[config.mk]
export PLATFORM = sky130hd
export DESIGN_NAME = aes_ram
export DESIGN_NICKNAME = d
export VERILOG_FILES = /design/src/aes_ram.sv
export SDC_FILE = /design/constraint.sdc
export NUM_CORES = 1
export LEC_CHECK = 0
export BUFFER_PORTS_ARGS = -buffer_cell sky130_fd_sc_hd__buf_2
export CAP_MARGIN = 5
export CORE_MARGIN = 2
export CORE_UTILIZATION = 25
export DETAILED_ROUTE_END_ITERATION = 12
export HOLD_SLACK_MARGIN = 0.15
export PLACE_DENSITY = 0.46
export SLEW_MARGIN = 10
export SYNTH_ARGS = -nofsm -noshare
export SYNTH_HDL_FRONTEND = slang
export SYNTH_SLANG_ARGS = --single-unit
[constraint.sdc]
create_clock -name clk -period 11.6 [get_ports clk]
set_clock_uncertainty 0.05 [all_clocks]
set_input_delay 0.58 -clock clk [delete_from_list [all_inputs] [get_ports clk]]
set_output_delay 0.58 -clock clk [all_outputs]
set_load 0.1 [all_outputs]
[src/aes_ram.sv]
// Generic single-write, single-read RAM with registered read data.
// No dependencies.
module aes_ram #(
  parameter int WIDTH = 64,
  parameter int DEPTH = 15
) (
  input  logic                     clk,
  input  logic                     we,
  input  logic [$clog2(DEPTH)-1:0] waddr,
  input  logic [WIDTH-1:0]         wdata,
  input  logic [$clog2(DEPTH)-1:0] raddr,
  output logic [WIDTH-1:0]         rdata
);

  logic [WIDTH-1:0] mem_r [DEPTH];
  logic [WIDTH-1:0] rdata_r;

  // Write port and registered read port.
  always_ff @(posedge clk) begin
    if (we) begin
      mem_r[waddr] <= wdata;
    end
    rdata_r <= mem_r[raddr];
  end

  assign rdata = rdata_r;

endmodule

==> impl.org <==
** Logic synthesis
- Each instance of the synthesized netlist takes up on average 21.4 um2.
- Sequential-to-total area share from yosys stat :: 80.0%
- Synthesized Nets :: 1830
- Synthesis handed over a netlist of 1756 instances.
- In this run the cell area of the synthesized design comes to approximately 0.038 mm2.
- For this run, the number of Yosys warnings is 0.
- Count of cell types in the netlist :: 26
- In this run, synthesis produced a sequential element count of 1024.

** Power and ir drop
- Sequential fraction of design power :: 52.2%
- Net switching share of the total power :: 22.8%
- Combinational Power Share :: 6.9%
- In this run the static leakage power is 13.9 nW.
- Switching power summed over all nets :: 1.82 mW
- Clock power share :: approximately 40%
- The worst-case IR drop observed on VDD is 0.128 mV.
- Internal power comes to approximately 6 mW.
- The design draws 7.99 mW.
- Dividing total power by cell area gives a power density of 181 mW/mm2.

** Clock network
- CTS placed an instance of sky130_fd_sc_hd__clkbuf_16 at the clock tree root.
- Post-CTS sizing :: 0
- Clock latency on the worst-skew pair :: 0.69 ns
- Total number of clock tree sinks :: 1024
- The clock passes through at most 3 buffers.
- After clock tree synthesis, the clock-pin slew on the worst setup and hold paths is about 0.060 ns.
- CTS built an H-tree with a depth of 3.
- TritonCTS built the clock tree.
- Counting the buffers created by CTS gives 103.
- Setup repair bufs after CTS :: 0
- For this design, the CTS-stage hold fixing added 0 buffers.

** Worst setup path
- Cell depth of the worst flop-to-flop path :: 3
- Reg-to-reg slack, setup :: 10.07 ns
- STA puts the critical path data required time at 12.08 ns.
- Along the worst path, the maximum fanout reaches around 100.
- The startpoint identified for the worst register-to-register timing path is mem_r[7][12].
- Capture point of the worst reg-to-reg path :: rdata[12]
- Type of origin of the critical path :: input pin
- Kind of end point of the critical path :: flop
- Crit path DAT :: 3.82 ns
- The critical path in this run is classified as in -> reg.

** Floorplan
- The floorplan step set the die width to slightly below 400 um.
- Cell row count :: ~140
- Core area :: approximately 0.15 mm2
- The floorplan step defined a die boundary enclosing 0.154 mm2.
- Top Ports :: 138
- Effective utilization at floorplan :: between 20% and 30%
- Height of the chip :: 392 um

** Timing
- The number of endpoints with negative hold slack in the final report was 0.
- Setup violation total in the final timing report :: 0
- The number of pins exceeding their max-slew limit in the final report came to 0.
- RSZ-0062 raised after global routing :: no
- For the pin with the worst max-slew slack, the measured transition is between 1 and 1.5 ns.
- Total negative setup slack :: 0 ns
- Hold_ws :: 0.199 ns
- Headroom to the max-slew limit came out at 26.0%.
- Shortest clock period the worst path allows after layout :: 3.34 ns
- Share of the clock period used by the worst path :: 28.8%
- After layout, the worst setup slack is a little over 8 ns.
- Max Freq :: 299 MHz

** GRT
- The number of global-route vias before repair is 18324.
- Summed over all layers, the global routing overflow is 0.
- The number of antenna violations at the first check in global routing is 30.
- First-pass GRT wire length :: 135000 um
- Across every metal layer, demand over resource in global routing totals 12.3%.
- Pin count of the biggest net entering global routing :: 165

** Finish
- At the end of the flow, the number of nets in the layout was between 2000 and 2500.
- Filler cell count :: 14694
- In the final layout, the share of cells above drive strength 1 is 25.9%.
- Growth of design area from synthesis to finish :: 17.2%
- Final cell area excluding filler cells :: 0.0441 mm2

** Placed design
- In this run the tool buffered the top-level ports with 137 buffer cells.
- OpenSTA, run right after detailed placement, puts the worst setup slack at 7.48 ns.
- Detail Placement HPWL :: 47200 um
- Cell area reported after detailed placement :: 0.0408 mm2
- Placer's final routability congestion estimate :: around 0.69

** Routing
- Summing over every cut layer, the via total after detailed routing is 17719.
- The first routing iteration left roughly 1400 violations.
- Detailed-route wire length per cell :: approximately 23 um
- Mean number of vias per cell :: 4.38
- Remaining antenna violation count after routing :: 0
- Post-route DRC :: 0
- The pre-antenna-repair detailed-routing pass consisted of 5 iterations.
- Final WL :: 95100 um

** Hold path
- The tightest min-delay check is of the in -> reg type.
- Counting instances, the worst hold path has a depth of 1.
- The path with the worst hold slack has its endpoint at mem_r[0][27].
- The worst hold path begins at wdata[27].

** Outcome
- Status :: complete, no violations

** Flow run
- The tool flagged a number of max-cap violations equal to 0.
-- per-stage QoR --
| step | instances | util (%) |
|---|---|---|
| 2_1_floorplan | 1756 | - |
| 3_3_place_gp | 3854 | 27.3 |
| 3_5_place_dp | 3854 | 27.3 |
| 4_1_cts | 4047 | 29.5 |
| 5_1_grt | 4047 | 29.5 |
| 6_report | 4048 | 29.5 |
-- layout make-up --
class                      instances  area [um2]  area share, %
clock inverter                    46         423          0.959
sequential                      1024       30100           68.3
clock buffer                     147        2910           6.59
timing repair buffer             177        1030           2.34
tap                             2016        2520           5.72
inverter                           1        3.75        0.00851
antenna                            1        2.50        0.00567
multi-input combinational        636        7100           16.1
-- placed cells by master (no fill, tap or decap), drive strengths merged --
cell type,netlist,final
a211o,14,14
nor2b,17,17
nand3,1,1
a22oi,64,64
nand3b,2,2
clkinv,0,32
mux2i,78,78
diode,0,1
bufinv,0,7
clkinvlp,0,4
mux4,178,178
or2,1,1
a21oi,50,50
buf,67,177
nor2,65,65
o21ai,14,14
o22ai,14,14
or3b,1,1
inv,1,4
clkbuf,28,147
edfxtp,960,960
nor3,4,4
a31oi,14,14
nand2,52,52
nand2b,17,17
dfxtp,64,64
o211ai,50,50
-- power groups by stage --
stage	sequential, mW	combinational, mW	clock [mW]
after floorplan	4.42	0.206	0
after global placement	4.25	0.555	0
after detailed placement	4.25	0.563	0
after CTS	4.17	0.564	3.36
after global routing	4.18	0.588	3.48
final	4.17	0.551	3.27
-- registers in the layout, summed over array words and instances (netlist names) --
register / flops
mem_r: 960
rdata: 64
-- cells by family after synthesis --
family	count (synthesis)	synth area share [%]
flops	1024	80.0
mux	256	12.7
compound gates	220	3.92
simple gates	160	1.88
buf+inv	96	1.49
-- critical path: stages --
cell                       delay, ns
sky130_fd_sc_hd__buf_8          0.62
sky130_fd_sc_hd__buf_12         0.73
sky130_fd_sc_hd__buf_4          0.75
sky130_fd_sc_hd__mux4_2         0.59
sky130_fd_sc_hd__a22oi_1        0.22
sky130_fd_sc_hd__o211ai_1       0.13
-- worst max path at each step --
stage          startpoint  depth (start not counted)  slack (ns)          end
3_3_place_gp     raddr[0]                          6        7.54    rdata[61]
2_1_floorplan    waddr[2]                          2        5.54  mem_r[0][0]
4_1_cts          raddr[0]                          6        8.21    rdata[49]
3_5_place_dp     raddr[0]                          6        7.48    rdata[49]
5_1_grt          raddr[0]                          6        7.97    rdata[49]
6_report         raddr[0]                          6        8.26    rdata[49]
-- synth_stat cells --
cell	count	area share (%)
sky130_fd_sc_hd__nand2b_1	17	0.28
sky130_fd_sc_hd__edfxtp_1	960	77
sky130_fd_sc_hd__a31oi_1	14	0.23
sky130_fd_sc_hd__nor2b_1	17	0.28
sky130_fd_sc_hd__a21oi_1	50	0.66
sky130_fd_sc_hd__buf_1	2	0.020
sky130_fd_sc_hd__nand3_1	1	0.013
sky130_fd_sc_hd__buf_6	11	0.33
sky130_fd_sc_hd__clkbuf_1	28	0.28
sky130_fd_sc_hd__dfxtp_1	64	3.4
sky130_fd_sc_hd__o211ai_1	50	1.0
sky130_fd_sc_hd__nor2_1	65	0.65
sky130_fd_sc_hd__a211o_1	14	0.33
sky130_fd_sc_hd__nand2_1	52	0.52
sky130_fd_sc_hd__mux2i_1	78	2.1
sky130_fd_sc_hd__o22ai_1	14	0.23
sky130_fd_sc_hd__o21ai_1	14	0.19
sky130_fd_sc_hd__buf_2	34	0.45
sky130_fd_sc_hd__buf_4	20	0.40
sky130_fd_sc_hd__or2_1	1	0.017
sky130_fd_sc_hd__mux4_2	178	11
sky130_fd_sc_hd__inv_1	1	0.010
sky130_fd_sc_hd__a22oi_1	64	1.3
sky130_fd_sc_hd__nor3_1	4	0.053
sky130_fd_sc_hd__nand3b_1	2	0.040
sky130_fd_sc_hd__or3b_2	1	0.023
-- per-layer routing --
layer	track usage [%]	share of wire (%)	vias to the layer above	wire (um)
met5	0	0.18	-	169
met4	2.85	2.0	24	1920
met3	2.67	4.9	174	4630
met2	21.0	50	402	47500
met1	15.9	43	9465	40900
li1	-	-	7654	-
(Power assumes the default switching activity.)
