### config.mk
export PLATFORM = sky130hd
export DESIGN_NAME = aes_fifo
export DESIGN_NICKNAME = d
export VERILOG_FILES = /design/src/aes_pkg.sv /design/src/aes_fifo.sv
export SDC_FILE = /design/constraint.sdc
export NUM_CORES = 1
export LEC_CHECK = 0
export BUFFER_PORTS_ARGS = -buffer_cell sky130_fd_sc_hd__buf_2
export CORE_ASPECT_RATIO = 2
export CORE_MARGIN = 5
export CORE_UTILIZATION = 40
export DETAILED_ROUTE_END_ITERATION = 7
export PLACE_DENSITY_LB_ADDON = 0.1
export SLEW_MARGIN = 20
export SYNTH_ARGS = -nofsm -noshare
export SYNTH_HDL_FRONTEND = slang
export SYNTH_SLANG_ARGS = --single-unit
### constraint.sdc
create_clock -name clk -period 19.8 [get_ports clk]
set_input_delay 3.96 -clock clk [delete_from_list [all_inputs] [get_ports clk]]
set_output_delay 3.96 -clock clk [all_outputs]
set_load 0.05 [all_outputs]
### src/aes_pkg.sv
// AES-256 engine package: shared types, register codes, S-box tables and round functions.
// It has no dependencies; every module of the engine except aes_ram and aes_checker uses it.
package aes_pkg;

  localparam int ROUND_COUNT = 14;
  localparam int NUM_RKEYS   = ROUND_COUNT + 1;
  localparam int NUM_WORDS   = 4 * NUM_RKEYS;
  localparam int RK_AW       = $clog2(NUM_RKEYS);
  localparam int WIDX_W      = $clog2(NUM_WORDS);
  localparam int QDEPTH      = 2;
  localparam int QPTR_W      = $clog2(QDEPTH);
  localparam int QCNT_W      = $clog2(QDEPTH + 1);
  localparam int CFG_IDX_W   = 3;
  localparam int CFG_DATA_W  = 64;

  // Configuration register indexes.
  typedef enum logic [CFG_IDX_W-1:0] {
    REG_KEY0      = 3'd0,
    REG_KEY1      = 3'd1,
    REG_KEY2      = 3'd2,
    REG_KEY3      = 3'd3,
    REG_NONCE_HI  = 3'd4,
    REG_NONCE_LO  = 3'd5,
    REG_MODE      = 3'd6,
    REG_DIRECTION = 3'd7
  } cfg_reg_t;

  // One configuration write.
  typedef struct packed {
    logic                  we;
    cfg_reg_t              index;
    logic [CFG_DATA_W-1:0] data;
  } cfg_wr_t;

  // One classified block waiting for the round unit.
  typedef struct packed {
    logic [127:0] blk;   // block fed to the cipher
    logic [127:0] pad;   // data XORed into the cipher output in CTR mode
    logic         last;
    logic         ctr;
    logic         dec;
  } q_entry_t;

  // Round unit sequencer states.
  typedef enum logic [1:0] {
    BK_IDLE,
    BK_RUN,
    BK_HOLD
  } bk_state_t;

  localparam logic [2047:0] SBOX_FWD = {
    128'h637c777bf26b6fc53001672bfed7ab76, 128'hca82c97dfa5947f0add4a2af9ca472c0,
    128'hb7fd9326363ff7cc34a5e5f171d83115, 128'h04c723c31896059a071280e2eb27b275,
    128'h09832c1a1b6e5aa0523bd6b329e32f84, 128'h53d100ed20fcb15b6acbbe394a4c58cf,
    128'hd0efaafb434d338545f9027f503c9fa8, 128'h51a3408f929d38f5bcb6da2110fff3d2,
    128'hcd0c13ec5f974417c4a77e3d645d1973, 128'h60814fdc222a908846eeb814de5e0bdb,
    128'he0323a0a4906245cc2d3ac629195e479, 128'he7c8376d8dd54ea96c56f4ea657aae08,
    128'hba78252e1ca6b4c6e8dd741f4bbd8b8a, 128'h703eb5664803f60e613557b986c11d9e,
    128'he1f8981169d98e949b1e87e9ce5528df, 128'h8ca1890dbfe6426841992d0fb054bb16
  };

  localparam logic [2047:0] SBOX_INV = {
    128'h52096ad53036a538bf40a39e81f3d7fb, 128'h7ce339829b2fff87348e4344c4dee9cb,
    128'h547b9432a6c2233dee4c950b42fac34e, 128'h082ea16628d924b2765ba2496d8bd125,
    128'h72f8f66486689816d4a45ccc5d65b692, 128'h6c704850fdedb9da5e154657a78d9d84,
    128'h90d8ab008cbcd30af7e45805b8b34506, 128'hd02c1e8fca3f0f02c1afbd0301138a6b,
    128'h3a9111414f67dcea97f2cfcef0b4e673, 128'h96ac7422e7ad3585e2f937e81c75df6e,
    128'h47f11a711d29c5896fb7620eaa18be1b, 128'hfc563e4bc6d279209adbc0fe78cd5af4,
    128'h1fdda8338807c731b11210592780ec5f, 128'h60517fa919b54a0d2de57a9f93c99cef,
    128'ha0e03b4dae2af5b0c8ebbb3c83539961, 128'h172b047eba77d626e169146355210c7d
  };

  function automatic logic [7:0] sbox(input logic [7:0] x, input logic inv);
    logic [10:0] pos;
    pos = {~x, 3'b111};
    return inv ? SBOX_INV[pos -: 8] : SBOX_FWD[pos -: 8];
  endfunction

  function automatic logic [31:0] sub_word(input logic [31:0] w);
    return {sbox(w[31:24], 1'b0), sbox(w[23:16], 1'b0),
            sbox(w[15:8], 1'b0), sbox(w[7:0], 1'b0)};
  endfunction

  function automatic logic [7:0] xtime(input logic [7:0] a);
    return a[7] ? ({a[6:0], 1'b0} ^ 8'h1b) : {a[6:0], 1'b0};
  endfunction

  // Multiply by a small constant in GF(2^8).
  function automatic logic [7:0] gmul(input logic [7:0] a, input logic [3:0] b);
    logic [7:0] r;
    logic [7:0] p;
    r = 8'h00;
    p = a;
    for (int i = 0; i < 4; i++) begin
      if (b[i]) r = r ^ p;
      p = xtime(p);
    end
    return r;
  endfunction

  function automatic logic [127:0] sub_bytes(input logic [127:0] s, input logic inv);
    logic [127:0] t;
    t = '0;
    for (int i = 0; i < 16; i++) begin
      t[127-8*i -: 8] = sbox(s[127-8*i -: 8], inv);
    end
    return t;
  endfunction

  // Byte r + 4c sits in row r, column c.
  function automatic logic [127:0] shift_rows(input logic [127:0] s, input logic inv);
    logic [127:0] t;
    int mv;
    int st;
    t = '0;
    for (int r = 0; r < 4; r++) begin
      for (int c = 0; c < 4; c++) begin
        mv = r + 4 * ((c + r) % 4);
        st = r + 4 * c;
        if (inv) t[127-8*mv -: 8] = s[127-8*st -: 8];
        else     t[127-8*st -: 8] = s[127-8*mv -: 8];
      end
    end
    return t;
  endfunction

  function automatic logic [127:0] mix_columns(input logic [127:0] s, input logic inv);
    logic [127:0] t;
    logic [3:0]   m [4];
    logic [7:0]   v;
    t = '0;
    if (inv) begin
      m[0] = 4'd14; m[1] = 4'd11; m[2] = 4'd13; m[3] = 4'd9;
    end else begin
      m[0] = 4'd2;  m[1] = 4'd3;  m[2] = 4'd1;  m[3] = 4'd1;
    end
    for (int c = 0; c < 4; c++) begin
      for (int r = 0; r < 4; r++) begin
        v = 8'h00;
        for (int k = 0; k < 4; k++) begin
          v = v ^ gmul(s[127-8*(4*c+k) -: 8], m[(k - r + 4) % 4]);
        end
        t[127-8*(4*c+r) -: 8] = v;
      end
    end
    return t;
  endfunction

endpackage

### src/aes_fifo.sv
// Short queue of classified blocks between the front end and the round unit.
// Depends on aes_pkg.
module aes_fifo (
  input  logic              clk,
  input  logic              rst_n,
  input  logic              push,
  input  aes_pkg::q_entry_t wdata,
  output logic              full,
  input  logic              pop,
  output logic              not_empty,
  output aes_pkg::q_entry_t rdata
);

  aes_pkg::q_entry_t                mem_r [aes_pkg::QDEPTH];
  logic [aes_pkg::QPTR_W-1:0]       wr_ptr_r;
  logic [aes_pkg::QPTR_W-1:0]       rd_ptr_r;
  logic [aes_pkg::QCNT_W-1:0]       count_r;

  assign full      = (count_r == aes_pkg::QCNT_W'(aes_pkg::QDEPTH));
  assign not_empty = (count_r != '0);
  assign rdata     = mem_r[rd_ptr_r];

  // Entry storage.
  always_ff @(posedge clk) begin
    if (push) begin
      mem_r[wr_ptr_r] <= wdata;
    end
  end

  // Pointers and fill count; depth is a power of two so pointers wrap by themselves.
  always_ff @(posedge clk) begin
    if (!rst_n) begin
      wr_ptr_r <= '0;
      rd_ptr_r <= '0;
      count_r  <= '0;
    end else begin
      if (push) wr_ptr_r <= wr_ptr_r + 1'b1;
      if (pop)  rd_ptr_r <= rd_ptr_r + 1'b1;
      if (push && !pop)      count_r <= count_r + 1'b1;
      else if (pop && !push) count_r <= count_r - 1'b1;
    end
  end

endmodule

==> metrics.yaml <==
status: "completed"
endpoint_kind: "primary output"
grt_overflow: 0
cts_root_buf: "clkbuf_16"
clkSinkCount: 523
path_cells: "buf_12, buf_4, mux2_4, buf_2"
yosysUniqueCellTypes: 17
cp.required_ps: 15840
drv_slew: 0
synth-edff-count: 518
max_stage_delay_ps: 890
grt_pass1_wl_um: 67600
clkTransAtPathRegs_ps: 60
fin_setup_tns_ps: 0
numCtsBuffers: 46
multi_input_area_um2: 3800
die_h_um: 324
wirelength_um: 47900
drtIter0Drc: 480
die_area_um2: 54200
netlist_area_um2: 19800
slowest_stage: "buf_4"
cts-hold-fix-buffers: 0
critPathLaunchType: "flip-flop"
synth_top_area_share_pct: 78.8
place_congestion: 0.787
synth-seq-cells: 523
synthTopCellsByCount: "edfxtp_1 (518), mux2_4 (202), mux2_2 (57), buf_6 (25), dfxtp_1 (5)"
num_rows: 115
io_buffers: 523
final_antenna_net_count: 0
p_total_mw: 2.60
cp_num_buf_inv: 3
htreeDepth: 2
drc: 0
yosysMostFrequentCell: "edfxtp_1"
seq_area_frac_synth_pct: 79.3
ios: 524
ys_top_cells_by_area: "edfxtp_1 (79%), mux2_4 (15%), mux2_2 (3.2%), buf_6 (1.4%), dfxtp_1 (0.51%)"
hold_viol: 0
finClkSkew_ps: 15.5
grt_use_total_pct: 16.9
setup_viol: 0
chipWidth_um: 167
clkLatencyLatePin_ps: 560
grt_pass1_vias: 10600
via_per_inst: 4.66
ir_drop_mv: 0.0758
cts_setup_buffers: 0
setup.worst_path.class: "flip-flop to primary output"
ctsResizeCount: 0
grt_max_degree: 153
cp.arrival_ps: 3740
tritoncts: "built"
ys_dominant_reg_cell: "edfxtp_1"
cap_viol_max_count: 0
syn_nets: 1092
nets: 1642
yosys_warnings: 0
period_share_pct: 38.9
crit_fanout: 139
dr_total_vias: 9669
worst_pin_slew_ps: 1090
syn_to_final_growth_pct: 23.9
antenna_found_initial: 23
synthCells: 828
p_leak_nw: 9.51
syn-mean-instance-area_um2: 23.9
coreArea_um2: 49100
relSlewSlack_pct: 27.6
rsz0062_at_grt: "no"
ys_async_sr_fraction_pct: 0
hp-class: "flip-flop to flip-flop"
drive_gt1_share_pct: 60.7
powerDensity_nw_per_um2: 106
routedWlPerCell_um: 23.1
first_pass_iters: 5
yosys.area.top_type: "edfxtp_1"
start_util_pct: 40.3
clock.fmax_mhz: 130
regArea_um2: 15700
nFillCells: 4134
path_delay_family: "buffers and inverters"
period_minus_slack_ps: 7700
cts_buffer_depth: 3
dp_hpwl_um: 34400
==> per-stage QoR <==
stage	worst slack (ps)	cells	utilization (%)	area [um^2]	hold slack (ps)
floorplan	3700	828	-	19800	468
CTS	11520	2055	49.7	24400	542
detailed placement	12160	1972	46.8	23000	531
global route	11890	2068	49.8	24400	594
finish	12100	2075	49.9	24500	540
global placement	12190	1972	46.8	23000	493
==> routing by layer <==
metal | global-route usage [%] | routed length (um) | up-vias
met2 | 31.1 | 26000 | 443
met3 | 7.17 | 4870 | 97
met1 | 16.0 | 14900 | 4700
met4 | 8.19 | 2060 | 10
li1 | - | - | 4419
met5 | 0 | 75 | -
==> cell usage in the layout, fill, tap and decap left out <==
cell / netlist / final
a21boi_0: 1 / 1
buf_2: 4 / 523
bufinv_16: 0 / 1
inv_1: 1 / 1
ha_1: 1 / 1
buf_12: 0 / 3
mux2_4: 202 / 202
clkbuf_8: 0 / 6
buf_4: 0 / 4
nor2b_4: 0 / 1
nor2b_1: 3 / 2
mux2_2: 57 / 57
dfxtp_1: 5 / 4
and2_1: 4 / 3
xnor2_1: 1 / 1
inv_6: 0 / 1
dfxtp_4: 0 / 1
o21ai_0: 1 / 1
clkinv_2: 0 / 8
and2_4: 0 / 1
o21a_1: 1 / 1
clkbuf_16: 0 / 47
or3_1: 1 / 1
xor2_1: 2 / 2
or2_2: 1 / 1
diode_2: 0 / 19
clkbuf_1: 0 / 9
clkinvlp_4: 0 / 1
buf_16: 0 / 1
clkinv_1: 0 / 10
edfxtp_1: 518 / 518
==> kinds of logic (layout without fill, tap and decap cells) <==
| kind of cell | Yosys count | count (layout) | synth area share [%] |
|---|---|---|---|
| buffers and inverters | 30 | 615 | 1.55 |
| multiplexers | 259 | 259 | 18.6 |
| AND/OR/NAND/NOR | 9 | 9 | 0.285 |
| other | 0 | 19 | 0 |
| adder cells (fa/ha/maj) | 1 | 1 | 0.0633 |
| AO/OA/AOI/OAI | 3 | 3 | 0.101 |
| flip-flops | 523 | 523 | 79.3 |
| XOR/XNOR | 3 | 3 | 0.133 |
==> final timing paths <==
path	endpoint	cells after the start	startpoint	slack, ps
min reg2reg	count_r[1]$_SDFFE_PN0P_	2	count_r[1]$_SDFFE_PN0P_	540
max	rdata[61]	4	flip-flop	12100
max reg2reg	mem_r[1][197]$_DFFE_PP_	3	wr_ptr_r$_SDFFE_PN0P_	16800
min	count_r[1]$_SDFFE_PN0P_	2	count_r[1]$_SDFFE_PN0P_	540
==> area by class of cell <==
| class | instances | share of cell area (%) |
|---|---|---|
| multi-input cells | 275 | 15.5 |
| diodes | 19 | 0.194 |
| well taps | 643 | 3.29 |
| repair buffers | 531 | 11.2 |
| clock inverters | 21 | 0.506 |
| clock buffers | 62 | 5.28 |
| flip-flops and latches | 523 | 64.0 |
| inverters | 1 | 0.0153 |
==> where the power goes <==
group	internal [mW]	switching, mW
Combinational	0.142	0.309
Clock	0.470	0.376
Sequential	1.28	0.0183
Total	1.89	0.703
==> worst min-delay path, cell delays in order, from the launching register on <==
cell and delay, ps:
dfxtp_1 330, o21ai_0 80, a21boi_0 90
==> state kept, by name (all words and copies together), names as in the netlist, named ones only <==
name	cells
count_r	2
mem_r	518
rd_ptr_r	1
wr_ptr_r	1
No activity file was read; power rests on OpenSTA's default activity.
