File: src/aes_pkg.sv
// AES-256 engine package: shared types, register codes, S-box tables and round functions.
// It has no dependencies; every module of the engine except aes_ram and aes_checker uses it.
package aes_pkg;

  localparam int ROUND_COUNT = 14;
  localparam int NUM_RKEYS   = ROUND_COUNT + 1;
  localparam int NUM_WORDS   = 4 * NUM_RKEYS;
  localparam int RK_AW       = $clog2(NUM_RKEYS);
  localparam int WIDX_W      = $clog2(NUM_WORDS);
  localparam int QDEPTH      = 2;
  localparam int QPTR_W      = $clog2(QDEPTH);
  localparam int QCNT_W      = $clog2(QDEPTH + 1);
  localparam int CFG_IDX_W   = 3;
  localparam int CFG_DATA_W  = 64;

  // Configuration register indexes.
  typedef enum logic [CFG_IDX_W-1:0] {
    REG_KEY0      = 3'd0,
    REG_KEY1      = 3'd1,
    REG_KEY2      = 3'd2,
    REG_KEY3      = 3'd3,
    REG_NONCE_HI  = 3'd4,
    REG_NONCE_LO  = 3'd5,
    REG_MODE      = 3'd6,
    REG_DIRECTION = 3'd7
  } cfg_reg_t;

  // One configuration write.
  typedef struct packed {
    logic                  we;
    cfg_reg_t              index;
    logic [CFG_DATA_W-1:0] data;
  } cfg_wr_t;

  // One classified block waiting for the round unit.
  typedef struct packed {
    logic [127:0] blk;   // block fed to the cipher
    logic [127:0] pad;   // data XORed into the cipher output in CTR mode
    logic         last;
    logic         ctr;
    logic         dec;
  } q_entry_t;

  // Round unit sequencer states.
  typedef enum logic [1:0] {
    BK_IDLE,
    BK_RUN,
    BK_HOLD
  } bk_state_t;

  localparam logic [2047:0] SBOX_FWD = {
    128'h637c777bf26b6fc53001672bfed7ab76, 128'hca82c97dfa5947f0add4a2af9ca472c0,
    128'hb7fd9326363ff7cc34a5e5f171d83115, 128'h04c723c31896059a071280e2eb27b275,
    128'h09832c1a1b6e5aa0523bd6b329e32f84, 128'h53d100ed20fcb15b6acbbe394a4c58cf,
    128'hd0efaafb434d338545f9027f503c9fa8, 128'h51a3408f929d38f5bcb6da2110fff3d2,
    128'hcd0c13ec5f974417c4a77e3d645d1973, 128'h60814fdc222a908846eeb814de5e0bdb,
    128'he0323a0a4906245cc2d3ac629195e479, 128'he7c8376d8dd54ea96c56f4ea657aae08,
    128'hba78252e1ca6b4c6e8dd741f4bbd8b8a, 128'h703eb5664803f60e613557b986c11d9e,
    128'he1f8981169d98e949b1e87e9ce5528df, 128'h8ca1890dbfe6426841992d0fb054bb16
  };

  localparam logic [2047:0] SBOX_INV = {
    128'h52096ad53036a538bf40a39e81f3d7fb, 128'h7ce339829b2fff87348e4344c4dee9cb,
    128'h547b9432a6c2233dee4c950b42fac34e, 128'h082ea16628d924b2765ba2496d8bd125,
    128'h72f8f66486689816d4a45ccc5d65b692, 128'h6c704850fdedb9da5e154657a78d9d84,
    128'h90d8ab008cbcd30af7e45805b8b34506, 128'hd02c1e8fca3f0f02c1afbd0301138a6b,
    128'h3a9111414f67dcea97f2cfcef0b4e673, 128'h96ac7422e7ad3585e2f937e81c75df6e,
    128'h47f11a711d29c5896fb7620eaa18be1b, 128'hfc563e4bc6d279209adbc0fe78cd5af4,
    128'h1fdda8338807c731b11210592780ec5f, 128'h60517fa919b54a0d2de57a9f93c99cef,
    128'ha0e03b4dae2af5b0c8ebbb3c83539961, 128'h172b047eba77d626e169146355210c7d
  };

  function automatic logic [7:0] sbox(input logic [7:0] x, input logic inv);
    logic [10:0] pos;
    pos = {~x, 3'b111};
    return inv ? SBOX_INV[pos -: 8] : SBOX_FWD[pos -: 8];
  endfunction

  function automatic logic [31:0] sub_word(input logic [31:0] w);
    return {sbox(w[31:24], 1'b0), sbox(w[23:16], 1'b0),
            sbox(w[15:8], 1'b0), sbox(w[7:0], 1'b0)};
  endfunction

  function automatic logic [7:0] xtime(input logic [7:0] a);
    return a[7] ? ({a[6:0], 1'b0} ^ 8'h1b) : {a[6:0], 1'b0};
  endfunction

  // Multiply by a small constant in GF(2^8).
  function automatic logic [7:0] gmul(input logic [7:0] a, input logic [3:0] b);
    logic [7:0] r;
    logic [7:0] p;
    r = 8'h00;
    p = a;
    for (int i = 0; i < 4; i++) begin
      if (b[i]) r = r ^ p;
      p = xtime(p);
    end
    return r;
  endfunction

  function automatic logic [127:0] sub_bytes(input logic [127:0] s, input logic inv);
    logic [127:0] t;
    t = '0;
    for (int i = 0; i < 16; i++) begin
      t[127-8*i -: 8] = sbox(s[127-8*i -: 8], inv);
    end
    return t;
  endfunction

  // Byte r + 4c sits in row r, column c.
  function automatic logic [127:0] shift_rows(input logic [127:0] s, input logic inv);
    logic [127:0] t;
    int mv;
    int st;
    t = '0;
    for (int r = 0; r < 4; r++) begin
      for (int c = 0; c < 4; c++) begin
        mv = r + 4 * ((c + r) % 4);
        st = r + 4 * c;
        if (inv) t[127-8*mv -: 8] = s[127-8*st -: 8];
        else     t[127-8*st -: 8] = s[127-8*mv -: 8];
      end
    end
    return t;
  endfunction

  function automatic logic [127:0] mix_columns(input logic [127:0] s, input logic inv);
    logic [127:0] t;
    logic [3:0]   m [4];
    logic [7:0]   v;
    t = '0;
    if (inv) begin
      m[0] = 4'd14; m[1] = 4'd11; m[2] = 4'd13; m[3] = 4'd9;
    end else begin
      m[0] = 4'd2;  m[1] = 4'd3;  m[2] = 4'd1;  m[3] = 4'd1;
    end
    for (int c = 0; c < 4; c++) begin
      for (int r = 0; r < 4; r++) begin
        v = 8'h00;
        for (int k = 0; k < 4; k++) begin
          v = v ^ gmul(s[127-8*(4*c+k) -: 8], m[(k - r + 4) % 4]);
        end
        t[127-8*(4*c+r) -: 8] = v;
      end
    end
    return t;
  endfunction

endpackage

File: src/aes_front.sv
// Front end: accepts input blocks, holds nonce, mode and direction, keeps the CTR counter
// and classifies each block into a queue entry. Depends on aes_pkg.
module aes_front (
  input  logic                   clk,
  input  logic                   rst_n,
  input  aes_pkg::cfg_wr_t       cfg,
  input  logic                   in_valid,
  output logic                   in_stall,
  input  logic [63:0]            in_data_high,
  input  logic [63:0]            in_data_low,
  input  logic                   in_last_block,
  input  logic                   q_full,
  output logic                   q_push,
  output aes_pkg::q_entry_t      q_wdata
);

  logic [127:0] nonce_r;
  logic [127:0] counter_r;
  logic [127:0] counter_nxt;
  logic         mode_r;
  logic         dir_r;
  logic [127:0] data;

  assign data     = {in_data_high, in_data_low};
  assign in_stall = q_full;
  assign q_push   = in_valid && !q_full;

  // Classify the block: CTR ciphers the counter and keeps the data as pad.
  always_comb begin
    q_wdata.last = in_last_block;
    q_wdata.ctr  = mode_r;
    q_wdata.dec  = dir_r && !mode_r;
    q_wdata.pad  = data;
    q_wdata.blk  = mode_r ? counter_r : data;
  end

  // Counter advances on CTR transfers, reloads from the nonce after a last block,
  // and takes a nonce half when that half is written.
  always_comb begin
    counter_nxt = counter_r;
    if (q_push) begin
      if (in_last_block) counter_nxt = nonce_r;
      else if (mode_r)   counter_nxt = counter_r + 128'd1;
    end
    if (cfg.we && cfg.index == aes_pkg::REG_NONCE_HI) counter_nxt[127:64] = cfg.data;
    if (cfg.we && cfg.index == aes_pkg::REG_NONCE_LO) counter_nxt[63:0]   = cfg.data;
  end

  // Configuration registers and counter.
  always_ff @(posedge clk) begin
    if (!rst_n) begin
      nonce_r   <= '0;
      counter_r <= '0;
      mode_r    <= 1'b0;
      dir_r     <= 1'b0;
    end else begin
      counter_r <= counter_nxt;
      if (cfg.we) begin
        unique case (cfg.index)
          aes_pkg::REG_NONCE_HI:  nonce_r[127:64] <= cfg.data;
          aes_pkg::REG_NONCE_LO:  nonce_r[63:0]   <= cfg.data;
          aes_pkg::REG_MODE:      mode_r <= cfg.data[0];
          aes_pkg::REG_DIRECTION: dir_r  <= cfg.data[0];
          aes_pkg::REG_KEY0, aes_pkg::REG_KEY1,
          aes_pkg::REG_KEY2, aes_pkg::REG_KEY3: ;
        endcase
      end
    end
  end

endmodule

File: config.mk
export PLATFORM = sky130hd
export DESIGN_NAME = aes_front
export DESIGN_NICKNAME = d
export VERILOG_FILES = /design/src/aes_pkg.sv /design/src/aes_front.sv
export SDC_FILE = /design/constraint.sdc
export NUM_CORES = 1
export LEC_CHECK = 0
export ABC_AREA = 1
export BUFFER_PORTS_ARGS = -buffer_cell sky130_fd_sc_hd__buf_2
export CORE_MARGIN = 8
export CORE_UTILIZATION = 45
export DETAILED_ROUTE_END_ITERATION = 12
export PLACE_DENSITY_LB_ADDON = 0.08
export SETUP_SLACK_MARGIN = 0.3
export SYNTH_ARGS = -nofsm -noshare
export SYNTH_HDL_FRONTEND = slang
export SYNTH_SLANG_ARGS = --single-unit
File: constraint.sdc
create_clock -name clk -period 4.46 [get_ports clk]
set_input_delay 0.669 -clock clk [delete_from_list [all_inputs] [get_ports clk]]
set_output_delay 0.669 -clock clk [all_outputs]
set_load 0.01 [all_outputs]
==> flow_metrics.env, run 1 <==
export IMPL_setup_violations_final=0
export IMPL_critical_path_startpoint_type="flip-flop"
export IMPL_drtIter0Drc=2327
export IMPL_worst_endpoint_arrival_ns=3.71
export IMPL_insertion_delay_to_the_later_sink_of_the_worst_skew_pair_ns=0.59
export IMPL_synthToLayoutAreaGrowth_pct=14.81
export IMPL_placement_rows=73
export IMPL_cts_buffers=31
export IMPL_cts_tree="yes"
export IMPL_tns_ns=0
export IMPL_worst_clock_skew_ns=0.01572
export IMPL_drt_pass1_iter_count=8
export IMPL_clk_root_buffer_cell="sky130_fd_sc_hd__clkbuf_16"
export IMPL_vias_per_cell=5.490
export IMPL_maximum_clock_path_buffer_count=3
export IMPL_slew_headroom_pct=9.293
export IMPL_min_path_type="input port to flip-flop"
export IMPL_critical_path_max_fanout=28
export IMPL_final_hold_violation_count=0
export IMPL_synthDominantAreaCellType="sky130_fd_sc_hd__dfxtp_1"
export IMPL_cap_viol_max_count=0
export IMPL_final_layout_size_suffix_gt1_share_pct=16.88
export IMPL_buffers_added_on_ports=461
export IMPL_post_cts_repair_setup_buffers=0
export IMPL_synth_distinct_cells=31
export IMPL_final_nets=3623
export IMPL_drc=0
export IMPL_synth_nets=3376
export IMPL_number_of_max_slew_violations_in_the_final_report=0
export IMPL_post_synthesis_register_bit_count=258
export IMPL_synthesis_area_per_instance_um2=5.683
export IMPL_finalCritPeriodShare_pct=71.87
export IMPL_floorplan_die_height_um=216.2
export IMPL_timing_worst_setup_path_type="flip-flop to flip-flop"
export IMPL_wirelength_mm=86.23
export IMPL_layout_cell_area_non_filler_um2=20710
export IMPL_grt_antenna_before_repair=2
export IMPL_power_leakage_nw=7.827
export IMPL_route_antenna_remaining_nets=0
export IMPL_clock_tree_htree_level_count=1
export IMPL_track_usage_pct=35.01
export IMPL_max_slew_worst_pin_slew_ns=1.361
export IMPL_grt_start_max_net_pins=147
export IMPL_dp_hpwl_mm=68.17
export IMPL_num_io_pins=462
export IMPL_period_needed_ns=3.205
export IMPL_synth_enable_flop_cells=0
export IMPL_synth_async_reset_ratio_pct=0
export IMPL_first_pass_grt_wire_length_mm=126.4
export IMPL_synth_top_cells_by_count="sky130_fd_sc_hd__nand2_1, sky130_fd_sc_hd__nor2_1, sky130_fd_sc_hd__o21ai_0"
export IMPL_critPathRequiredTime_ns=4.97
export IMPL_die_area_um2=46750
export IMPL_globalRoute_totalOverflow=0
export IMPL_post_cts_hold_buffer_count=0
export IMPL_die_width_um=216.2
export IMPL_cts_repair_resized=0
export IMPL_total_number_of_yosys_warnings=0
export IMPL_clkTransAtPathRegs_ns=0.06
export IMPL_number_of_instances_in_the_synthesized_netlist=3174
export IMPL_synthMostInstantiatedCell="sky130_fd_sc_hd__nand2_1"
export IMPL_cts_num_sinks=258
export IMPL_placement_cell_area_um2=19720
export IMPL_rsz0062_at_grt="no"
export IMPL_synth_sequential_area_ratio_pct=28.63
export IMPL_cellPowerDensity_nw_per_um2=283.8
export IMPL_num_vias=21780
export IMPL_grt_pass1_vias=20060
export IMPL_run_status="completed"
export IMPL_max_vdd_ir_drop_mv=0.2924
export IMPL_effective_utilization_at_floorplan_pct=45.51
export IMPL_core_um2=39640
export IMPL_commonest_register_cell_after_synthesis="sky130_fd_sc_hd__dfxtp_1"
export IMPL_drt_wirelength_per_cell_um=21.74
export IMPL_worstSetupEndpointType="flip-flop"
export IMPL_yosysTopAreaCellShare_pct=28.63
export IMPL_gp_routability_congestion=1.019
export IMPL_synth_area_top_cells="sky130_fd_sc_hd__dfxtp_1, sky130_fd_sc_hd__nand2_1, sky130_fd_sc_hd__nor2_1"
export IMPL_post_synth_instance_area_um2=18040
export IMPL_fmax_mhz=312.0
==> final timing paths <==
kind,start,to,slack [ns],cells past startpoint
max,mode_r,counter_r[48],1.25,8
min,cfg[37],nonce_r[101],0.37,3
max reg2reg,mode_r,counter_r[48],1.25,8
min reg2reg,nonce_r[28],nonce_r[28],0.46,2
==> cell type report <==
class | instances | area, um2
Fill cell | 4224 | 18930
Multi-Input combinational cell | 2385 | 10400
Sequential cell | 258 | 5165
Timing Repair Buffer | 478 | 2485
Inverter | 267 | 1017
Clock buffer | 46 | 912.1
Tap cell | 525 | 656.9
Clock inverter | 7 | 72.57
Antenna cell | 1 | 2.502
==> power by group <==
part,total (W),leakage (nW),switching [W],internal [W]
clock,0.00252,0.479,0.00106,0.00146
combinational,0.000909,5.26,0.000593,0.000315
sequential,0.00245,2.09,0.0000728,0.00238
total,0.00588,7.83,0.00173,0.00415
==> cell usage in the layout (no fill, tap or decap), types with 15 or more instances in the layout <==
| master | instances |
|---|---|
| sky130_fd_sc_hd__a21oi_1 | 248 |
| sky130_fd_sc_hd__buf_2 | 461 |
| sky130_fd_sc_hd__clkbuf_16 | 31 |
| sky130_fd_sc_hd__dfxtp_1 | 258 |
| sky130_fd_sc_hd__inv_1 | 261 |
| sky130_fd_sc_hd__nand2_1 | 998 |
| sky130_fd_sc_hd__nand3_1 | 161 |
| sky130_fd_sc_hd__nor2_1 | 548 |
| sky130_fd_sc_hd__nor2_2 | 21 |
| sky130_fd_sc_hd__nor2_4 | 15 |
| sky130_fd_sc_hd__o211ai_1 | 15 |
| sky130_fd_sc_hd__o21ai_0 | 274 |
| sky130_fd_sc_hd__xor2_1 | 36 |
==> cell families after synthesis <==
kind of cell	count (synthesis)	synth area share [%]
compound gates	568	16.18
buf+inv	531	13.79
fa+ha+maj	1	0.06935
simple gates	1780	39.58
xor+xnor	36	1.748
flops	258	28.63
==> per-layer routing <==
layer	vias up	global-route usage, %	part of all wire (%)	routed length [um]
met2	1156	55.55	45	38390
li1	10370	-	-	-
met3	175	6.393	9.3	8024
met5	-	0	0.015	13
met4	2	15.44	4.9	4196
met1	10080	45.97	41	35610
==> stage by stage <==
step / hold slack (ns) / setup WS (ns) / utilization, % / instances / total power, W
3_3_place_gp: 0.4470 / 1.120 / 49.75 / 3913 / 0.003379
2_1_floorplan: 0.4379 / 2.265 / - / 3174 / 0.003037
6_report: 0.3655 / 1.255 / 52.24 / 3967 / 0.005877
3_5_place_dp: 0.4524 / 1.068 / 49.75 / 3913 / 0.003394
4_1_cts: 0.3420 / 1.290 / 52.24 / 3966 / 0.005878
5_1_grt: 0.3694 / 1.057 / 52.24 / 3966 / 0.006076
==> critical path, stage by stage (launching register included) <==
cell	delay, ns
sky130_fd_sc_hd__dfxtp_1	0.43
sky130_fd_sc_hd__o21ai_1	0.29
sky130_fd_sc_hd__inv_1	0.10
sky130_fd_sc_hd__nor2_1	0.70
sky130_fd_sc_hd__inv_1	0.70
sky130_fd_sc_hd__buf_4	0.47
sky130_fd_sc_hd__o21ai_0	0.20
sky130_fd_sc_hd__inv_1	0.05
sky130_fd_sc_hd__a21oi_1	0.14
==> sequential cells by signal (all words and copies together), names as in the netlist <==
register and count:
counter_r 128, dir_r 1, mode_r 1, nonce_r 128
Note: power is estimated with default switching activity, not from simulation.
==> run 2, diff against run 1 <==
Settings changed: ABC_AREA 1 to 0.
Clock period 4.46 ns to 3.01 ns, I/O delays scaled along.
==> run 2 against run 1 <==
Critical path depth fell by 1. Hold slack got worse by 0.21 ns. Synthesized area down 6.4%. Clock power grew 47%. Utilization is 3.3 points higher. Count of clock-buffer cells in the layout down 2. Die area shrank 5.9%. Register-to-register slack got worse by 0.93 ns. Fmax increased by 19%. Non-clock buffer count is 146 higher. Total power grew 47%.
==> flow_metrics.env, run 2 <==
export IMPL_vias_per_cell=6.234
export IMPL_drt_pass1_iter_count=6
export IMPL_cap_viol_max_count=0
export IMPL_insertion_delay_to_the_later_sink_of_the_worst_skew_pair_ns=0.58
export IMPL_cts_buffers=31
export IMPL_maximum_clock_path_buffer_count=3
export IMPL_die_width_um=209.7
export IMPL_largestRegisters="counter_r: 128 flops, nonce_r: 128 flops"
export IMPL_synthMostInstantiatedCell="sky130_fd_sc_hd__nand2_1"
export IMPL_die_area_um2=43990
export IMPL_cellPowerDensity_nw_per_um2=416.0
export IMPL_max_slew_worst_pin_slew_ns=0.7054
export IMPL_cts_tree="yes"
export IMPL_critical_path_startpoint_type="flip-flop"
export IMPL_placement_cell_area_um2=19550
export IMPL_final_cell_mix="sky130_fd_sc_hd__buf_2, sky130_fd_sc_hd__nand2_1, sky130_fd_sc_hd__dfxtp_1"
export IMPL_max_vdd_ir_drop_mv=0.4010
export IMPL_num_vias=19200
export IMPL_synth_top_cells_by_count="sky130_fd_sc_hd__nand2_1, sky130_fd_sc_hd__dfxtp_1, sky130_fd_sc_hd__a21oi_1"
export IMPL_placement_rows=71
export IMPL_tns_ns=0
export IMPL_critical_path_max_fanout=6
export IMPL_synthToLayoutAreaGrowth_pct=22.69
export IMPL_worstSetupEndpointType="flip-flop"
export IMPL_first_pass_grt_wire_length_mm=122.2
export IMPL_critPathRequiredTime_ns=3.45
export IMPL_grt_pass1_vias=18410
export IMPL_worst_clock_skew_ns=0.01067
export IMPL_finalCoreUtilization_pct=55.54
export IMPL_final_hold_violation_count=0
export IMPL_drc=0
export IMPL_synth_async_reset_ratio_pct=0
export IMPL_cts_num_sinks=258
export IMPL_yosysTopAreaCellShare_pct=30.58
export IMPL_power_leakage_nw=7.854
export IMPL_final_layout_size_suffix_gt1_share_pct=33.42
export IMPL_drtIter0Drc=1991
export IMPL_fmax_mhz=371.9
export IMPL_timing_hold_ws_ns=0.1511
export IMPL_post_synth_instance_area_um2=16890
export IMPL_min_path_type="input port to flip-flop"
export IMPL_route_antenna_remaining_nets=0
export IMPL_buffers_added_on_ports=461
export IMPL_total_number_of_yosys_warnings=0
export IMPL_gp_routability_congestion=1.014
export IMPL_synth_distinct_cells=69
export IMPL_synthesis_area_per_instance_um2=7.612
export IMPL_layout_cells_most_common="sky130_fd_sc_hd__buf_2"
export IMPL_setup_violations_final=0
export IMPL_total_power_w=0.008621
export IMPL_rsz0062_at_grt="yes"
export IMPL_grt_start_max_net_pins=78
export IMPL_post_synthesis_register_bit_count=258
export IMPL_grt_antenna_before_repair=3
export IMPL_wirelength_mm=83.66
export IMPL_floorplan_die_height_um=209.7
export IMPL_globalRoute_totalOverflow=0
export IMPL_clkTransAtPathRegs_ns=0.06
export IMPL_timing_worst_setup_path_type="flip-flop to flip-flop"
export IMPL_antennaDiodeCount=0
export IMPL_finalCritPeriodShare_pct=89.34
export IMPL_synth_enable_flop_cells=0
export IMPL_layout_cell_area_non_filler_um2=20720
export IMPL_effective_utilization_at_floorplan_pct=45.27
export IMPL_number_of_max_slew_violations_in_the_final_report=0
export IMPL_fillerInstances=3641
export IMPL_number_of_instances_in_the_synthesized_netlist=2219
export IMPL_worst_endpoint_arrival_ns=3.13
export IMPL_synth_sequential_area_ratio_pct=30.58
export IMPL_dp_hpwl_mm=63.78
export IMPL_period_needed_ns=2.689
export IMPL_commonest_register_cell_after_synthesis="sky130_fd_sc_hd__dfxtp_1"
export IMPL_synth_area_top_cells="sky130_fd_sc_hd__dfxtp_1, sky130_fd_sc_hd__nand2_1, sky130_fd_sc_hd__mux2_2"
export IMPL_final_nets=2785
export IMPL_synthDominantAreaCellType="sky130_fd_sc_hd__dfxtp_1"
export IMPL_clock_tree_htree_level_count=1
export IMPL_num_io_pins=462
export IMPL_synth_nets=2421
export IMPL_slew_headroom_pct=52.98
export IMPL_core_um2=37310
export IMPL_clk_root_buffer_cell="sky130_fd_sc_hd__clkbuf_16"
export IMPL_drt_wirelength_per_cell_um=27.16
export IMPL_run_status="completed"
export IMPL_track_usage_pct=36.13
==> run 2: cell types whose count changed in the layout (fill, tap and decap cells not counted), moves of 75 or more <==
| cell | before | now |
|---|---|---|
| sky130_fd_sc_hd__nand2_1 | 998 | 429 |
| sky130_fd_sc_hd__buf_4 | 13 | 149 |
| sky130_fd_sc_hd__nor2_1 | 548 | 86 |
| sky130_fd_sc_hd__mux2_2 | 0 | 132 |
| sky130_fd_sc_hd__inv_1 | 261 | 21 |
| sky130_fd_sc_hd__o21ai_0 | 274 | 95 |
| sky130_fd_sc_hd__nand3_1 | 161 | 86 |
==> run 2: per-layer routing <==
layer	share of wire, %	track usage, %
met1	41	47.68
met2	43	55.28
met3	11	8.816
met4	5.1	16.04
met5	0.029	0
==> run 2: logic make-up (layout without fill, tap and decap cells) <==
logic type                 count (synthesis)  count (layout)  synth area share (%)
AOI/OAI and AO/OA                        500             500                 18.31
buffers and inverters                    315             702                 10.14
adders and majority gates                  1               1               0.07407
muxes                                    155             155                 10.16
and+or+nand+nor                          925             925                 27.36
xor gates and xnor gates                  65              65                 3.371
DFF                                      258             258                 30.58
==> run 2: worst paths after layout <==
kind / depth (start not counted) / endpoint / slack (ns) / startpoint
max: 7 / counter_r[107] / 0.32 / counter_r[57]
min: 3 / nonce_r[127] / 0.15 / cfg[63]
max reg2reg: 7 / counter_r[107] / 0.32 / counter_r[57]
min reg2reg: 2 / nonce_r[88] / 0.45 / nonce_r[88]
==> run 2: critical path, cell delays in order (launching register included) <==
cell                      delay (ns)
sky130_fd_sc_hd__dfxtp_1        0.46
sky130_fd_sc_hd__nand4_1        0.40
sky130_fd_sc_hd__nor3_4         0.42
sky130_fd_sc_hd__nand2_1        0.35
sky130_fd_sc_hd__nor4_1         0.53
sky130_fd_sc_hd__buf_4          0.19
sky130_fd_sc_hd__xnor2_1        0.10
sky130_fd_sc_hd__o21ai_0        0.08
==> run 2: final cells by class <==
type                            count  area (um2)  share of cell area [%]
Inverter                           22       87.58                  0.4227
Multi-Input combinational cell   1646       10190                   49.20
Timing Repair Buffer              624        3697                   17.84
Tap cell                          474       593.1                   2.862
Clock buffer                       44       884.6                   4.269
Sequential cell                   258        5170                   24.95
Clock inverter                     12       95.09                  0.4589
==> run 2: through the flow <==
| stage | cells | setup slack (ns) |
|---|---|---|
| finish | 3080 | 0.3207 |
| global route | 3080 | 0.2761 |
| CTS | 3075 | 0.2571 |
| detailed placement | 3016 | 0.05139 |
| global placement | 3016 | 0.06201 |
| floorplan | 2219 | 0.8008 |
==> run 2: power by group <==
| group | total [W] | leakage (nW) | internal [W] | switching (W) |
|---|---|---|---|---|
| sequential | 0.00362 | 2.09 | 0.00351 | 0.000109 |
| combinational | 0.00130 | 5.28 | 0.000519 | 0.000782 |
| clock | 0.00370 | 0.487 | 0.00212 | 0.00159 |
| total | 0.00862 | 7.85 | 0.00614 | 0.00248 |
==> run 2: timing repair <==
| item | CTS | global route |
|---|---|---|
| pin swaps | 1 | 4 |
| endpoints found under the setup margin | 10 | 25 |
| setup buffers | 3 | 5 |
| endpoints found under the hold margin | 0 | 0 |
| gates cloned | 0 | 0 |
| gates resized for setup | 7 | 16 |
| hold buffers | 0 | 0 |
